==> src/rtl/core/gld_pkg.sv <==
// package for the gif lzw decoder: widths, status codes, interlace tables
// no dependencies
package gld_pkg;
    localparam int TABLE_ENTRIES_DEF = 4096;
    localparam logic [2:0] ST_PIXEL   = 3'd0;
    localparam logic [2:0] ST_NEED    = 3'd1;
    localparam logic [2:0] ST_TAKEN   = 3'd2;
    localparam logic [2:0] ST_REFUSED = 3'd3;
    localparam logic [2:0] ST_END     = 3'd4;
    localparam logic [2:0] ST_EMPTY   = 3'd5;
    localparam logic [2:0] ST_BAD     = 3'd6;
    localparam logic [2:0] ST_FULL    = 3'd7;
    localparam logic OP_PUSH = 1'b0;
    localparam logic OP_PULL = 1'b1;
    localparam logic [1:0] REG_MIN    = 2'd0;
    localparam logic [1:0] REG_WIDTH  = 2'd1;
    localparam logic [1:0] REG_HEIGHT = 2'd2;
    localparam logic [1:0] REG_INTER  = 2'd3;

    typedef struct packed {
        logic       operation;
        logic [7:0] stream_byte;
    } t_in_beat;

    typedef struct packed {
        logic [2:0]  status;
        logic [7:0]  pixel_index;
        logic [15:0] pixel_x;
        logic [15:0] pixel_y;
        logic        last_pixel;
    } t_out_beat;

    function automatic logic [3:0] pass_step(input logic [1:0] p);
        case (p)
            2'd0: pass_step = 4'd8;
            2'd1: pass_step = 4'd8;
            2'd2: pass_step = 4'd4;
            default: pass_step = 4'd2;
        endcase
    endfunction

    function automatic logic [2:0] pass_first(input logic [1:0] p);
        case (p)
            2'd0: pass_first = 3'd0;
            2'd1: pass_first = 3'd4;
            2'd2: pass_first = 3'd2;
            default: pass_first = 3'd1;
        endcase
    endfunction
endpackage

==> src/rtl/core/gld_raster.sv <==
// pixel coordinate tracker: column, row, interlace pass, frame end
// depends on gld_pkg
module gld_raster (
    input  logic        i_clk,
    input  logic        i_rst_n,
    input  logic        i_restart,
    input  logic        i_step,
    input  logic [15:0] i_w,
    input  logic [15:0] i_h,
    input  logic        i_interlaced,
    output logic [15:0] o_x,
    output logic [15:0] o_y,
    output logic        o_last
);
    import gld_pkg::*;
    logic [15:0] r_col, r_row, r_done;
    logic [1:0]  r_pass;
    logic [16:0] col_inc, done_inc, row_add;
    logic [15:0] f1, f2, f3;
    logic [15:0] n_row;
    logic [1:0]  n_pass;

    assign col_inc  = {1'b0, r_col} + 17'd1;
    assign done_inc = {1'b0, r_done} + 17'd1;
    assign row_add  = {1'b0, r_row} + {13'd0, pass_step(r_pass)};
    assign o_x    = r_col;
    assign o_y    = r_row;
    assign o_last = (col_inc >= {1'b0, i_w}) && (done_inc >= {1'b0, i_h});
    assign f1 = {13'd0, pass_first(2'd1)};
    assign f2 = {13'd0, pass_first(2'd2)};
    assign f3 = {13'd0, pass_first(2'd3)};

    // skip passes whose first row lies beyond the frame
    always_comb begin
        n_row  = row_add[15:0];
        n_pass = r_pass;
        if (!i_interlaced) begin
            n_row = r_row + 16'd1;
        end else if (row_add >= {1'b0, i_h}) begin
            if (r_pass == 2'd0) begin
                n_pass = 2'd1; n_row = f1;
                if (f1 >= i_h) begin
                    n_pass = 2'd2; n_row = f2;
                    if (f2 >= i_h) begin
                        n_pass = 2'd3; n_row = f3;
                    end
                end
            end else if (r_pass == 2'd1) begin
                n_pass = 2'd2; n_row = f2;
                if (f2 >= i_h) begin
                    n_pass = 2'd3; n_row = f3;
                end
            end else if (r_pass == 2'd2) begin
                n_pass = 2'd3; n_row = f3;
            end
        end
    end

    always_ff @(posedge i_clk) begin
        if (!i_rst_n || i_restart) begin
            r_col <= '0; r_row <= '0; r_done <= '0; r_pass <= '0;
        end else if (i_step) begin
            if (col_inc >= {1'b0, i_w}) begin
                r_col  <= '0;
                r_done <= done_inc[15:0];
                if (done_inc < {1'b0, i_h}) begin
                    r_row  <= n_row;
                    r_pass <= n_pass;
                end
            end else begin
                r_col <= col_inc[15:0];
            end
        end
    end
endmodule

==> config.mk <==
export PLATFORM = sky130hd
export DESIGN_NAME = gld_raster
export DESIGN_NICKNAME = d
export VERILOG_FILES = /design/src/rtl/core/gld_pkg.sv /design/src/rtl/core/gld_raster.sv
export SDC_FILE = /design/constraint.sdc
export NUM_CORES = 1
export LEC_CHECK = 0
export ABC_CLOCK_PERIOD_IN_PS = 5100
export BUFFER_PORTS_ARGS = -buffer_cell sky130_fd_sc_hd__buf_2
export CAP_MARGIN = 10
export CORE_MARGIN = 1
export CORE_UTILIZATION = 59
export DETAILED_ROUTE_END_ITERATION = 7
export PLACE_DENSITY = 0.82
export SETUP_SLACK_MARGIN = 0.1
export SYNTH_ARGS = -nofsm -noshare
export SYNTH_HDL_FRONTEND = slang
export SYNTH_SLANG_ARGS = --single-unit
==> constraint.sdc <==
create_clock -name i_clk -period 5.1 [get_ports i_clk]
set_input_delay 1.275 -clock i_clk [delete_from_list [all_inputs] [get_ports i_clk]]
set_output_delay 1.275 -clock i_clk [all_outputs]
set_load 0.005 [all_outputs]
==> impl_metrics.ini <==
[sta]
hold_ws_ps = 505
grt_setup_unrepaired = no
min_period_ps = 4730
drv_slew = 0
fmax_mhz = 211
finalSetupTns_ps = 0
setup_viol = 0
min_period_over_period = 0.928
hold_viol = 0
max_slew_margin = 0.315
worst_pin_slew_ps = 1030
finClkSkew_ps = 13.1

[global_route]
grt_use_total = 0.297
grt_first_pass_wirelength_um = 20500
grt_max_degree = 30
gr-total-overflow = 0
antenna_found_initial = 0
grt_pass1_vias = 4340

[power]
power_density_mw_per_mm2 = 143
vdd_ir_drop_max_uv = 99.4
p_leak_nw = 2.50

[drt]
drt_wl_total_um = 12800
dr_total_vias = 4824
route.detailed.wl_per_inst_um = 16.4
drt-pass1-iter-count = 5
viasPerCell = 6.18
drc = 0
drtIter0Drc = 318
ant_nets = 0

[min_path]
min_path_type = reg -> reg
hold_end = r_pass[1]$_SDFFE_PP0P_
hp-start = r_pass[1]$_SDFFE_PP0P_
whs_path_depth = 2

[setup_path]
crit_path_start_kind = register
r2r_cells = 17
crit_path_start = o_x[3]$_SDFFE_PP0P_
worstSetupPathType = reg -> out
worst_ep_required_time_ps = 3830
r2r-start = r_pass[0]$_SDFFE_PP0P_
worstPathArrival_ps = 3460
rr_endpoint = o_y[7]$_SDFFE_PP0P_
crit_path_max_fanout = 5
reg2reg_slack_ps = 410
cp-end-kind = output port

[layout]
diodes = 0
layout_commonest_cell = buf_2
area_growth_pct = 10.7
nets = 773
register_area_mm2 = 0.00100
drive_gt1_frac = 0.158
fillers = 679
multi_input_area_mm2 = 0.00358
mostFrequentLayoutCells = 69 x buf_2, 68 x nor2_1, 57 x ha_1
postLayoutCellArea_mm2 = 0.00538

[floorplan]
ios = 70
start_util = 0.619
row_count = 32
die_h_um = 92.7
die_x_um = 92.7
core_area_mm2 = 0.00785
dieArea_mm2 = 0.00860

[clock_network]
cts_sinks = 50
clkTransAtPathRegs_ps = 100
cts_root_buf = clkbuf_8
cts_max_level = 2
cts_buffers = 5
clock_latency_ps = 310
postCtsHoldBufs = 0
clockBufferDepth = 2
tritoncts = built

[place]
hpwl_um = 9760
port_buffers = 69
placedInstanceArea_mm2 = 0.00523
gp_congestion = 0.927

[yosys]
synth_area_leaders = dfxtp_1 21%, ha_1 15%, xor2_1 6.7%
yosysTopAreaCell = dfxtp_1
synthesis.instances = 623
syn-num-nets = 719
yosysUniqueCellTypes = 68
synth_top_area_frac = 0.206
avgSynthCellArea_um2 = 7.79
yosysWarnings = 0
netlist_area_mm2 = 0.00486
ys_dominant_reg_cell = dfxtp_1
synth_edf_count = 0
seq_area_frac_synth = 0.206
yosys_register_bits = 50
ys_async_sr_fraction = 0

[job]
drv_cap = 0

[status]
status = complete, no violations
## report_power, final
| group | leakage [nW] | internal, mW | switching [mW] |
|---|---|---|---|
| clock network | 0.0524 | 0.147 | 0.139 |
| logic | 2.04 | 0.0343 | 0.0570 |
| registers | 0.404 | 0.391 | 0.000799 |
| total | 2.50 | 0.572 | 0.197 |
## layout make-up
cell class	count	area share
inverter	44	0.0307
sequential	50	0.187
clock buffer	7	0.0142
tap	102	0.0237
multi-input combinational	501	0.666
clock inverter	1	0.00559
timing repair buffer	75	0.0726
## per-layer routing
layer / routed length (um) / track usage / vias to the layer above
met5: 0 / 0 / -
li1: - / - / 2352
met4: 276 / 0.101 / 0
met3: 1080 / 0.0378 / 26
met1: 5560 / 0.400 / 2214
met2: 5860 / 0.486 / 232
## repair_timing
item	4_1_cts	5_1_grt
resized for setup	0	9
setup endpoints to repair	0	11
setup buffers	0	1
## cell usage after synthesis (all sizes together), types with 4 or more instances
master  number
a211oi      13
a21boi       9
a21o         7
a21oi       31
a22oi        5
a31oi        5
and3        13
and4         4
buf         14
clkbuf      14
dfxtp       50
ha          58
inv         44
nand2       38
nand2b      11
nand3       41
nand4        8
nor2        69
nor3        14
nor4         7
o211ai       7
o21ai       34
o22ai        8
o31ai        4
o41ai        5
or3          7
xnor2       23
xor2        37
## how the worst max path moves through the flow
stage	end	cells after the start	slack, ps
3_3_place_gp	o_y[7]$_SDFFE_PP0P_	16	620
6_report	o_last	14	370
2_1_floorplan	o_last	9	840
5_1_grt	o_y[7]$_SDFFE_PP0P_	17	100
4_1_cts	o_last	13	220
3_5_place_dp	o_y[7]$_SDFFE_PP0P_	17	310
## worst max-delay path, stage by stage (launching register included)
cell     delay, ps
dfxtp_1        440
nand4_1        220
nor3_2         180
nand3_1        200
nor2_1         210
nand3_1        150
xnor2_1        170
ha_1           350
nand4_1        100
nor2_1         150
and4_1         270
and2_0         280
nor2_1         100
a21oi_1        180
buf_2          150
## cells by family (layout without fill, tap and decap cells)
kind of cell | after synthesis | count (layout) | share of synthesized area
flip-flops | 50 | 50 | 0.206
buffers and inverters | 72 | 127 | 0.0621
AO/OA/AOI/OAI | 158 | 158 | 0.235
adder cells (fa/ha/maj) | 59 | 59 | 0.154
multiplexers | 3 | 3 | 0.00618
XOR/XNOR | 60 | 60 | 0.108
AND/OR/NAND/NOR | 221 | 221 | 0.229
## flip-flops by register name (all words and copies together) (netlist names)
register  cells
o_x          16
o_y          16
r_done       16
r_pass        2
## per-stage QoR
stage          worst slack (ps)   util  instances  total power, mW
2_1_floorplan               842      -        623            0.457
3_3_place_gp                624  0.667        771            0.486
3_5_place_dp                309  0.667        771            0.490
4_1_cts                     219  0.680        779            0.770
5_1_grt                     104  0.685        780            0.795
6_report                    367  0.685        780            0.769
No activity file was read; power rests on OpenSTA's default activity.
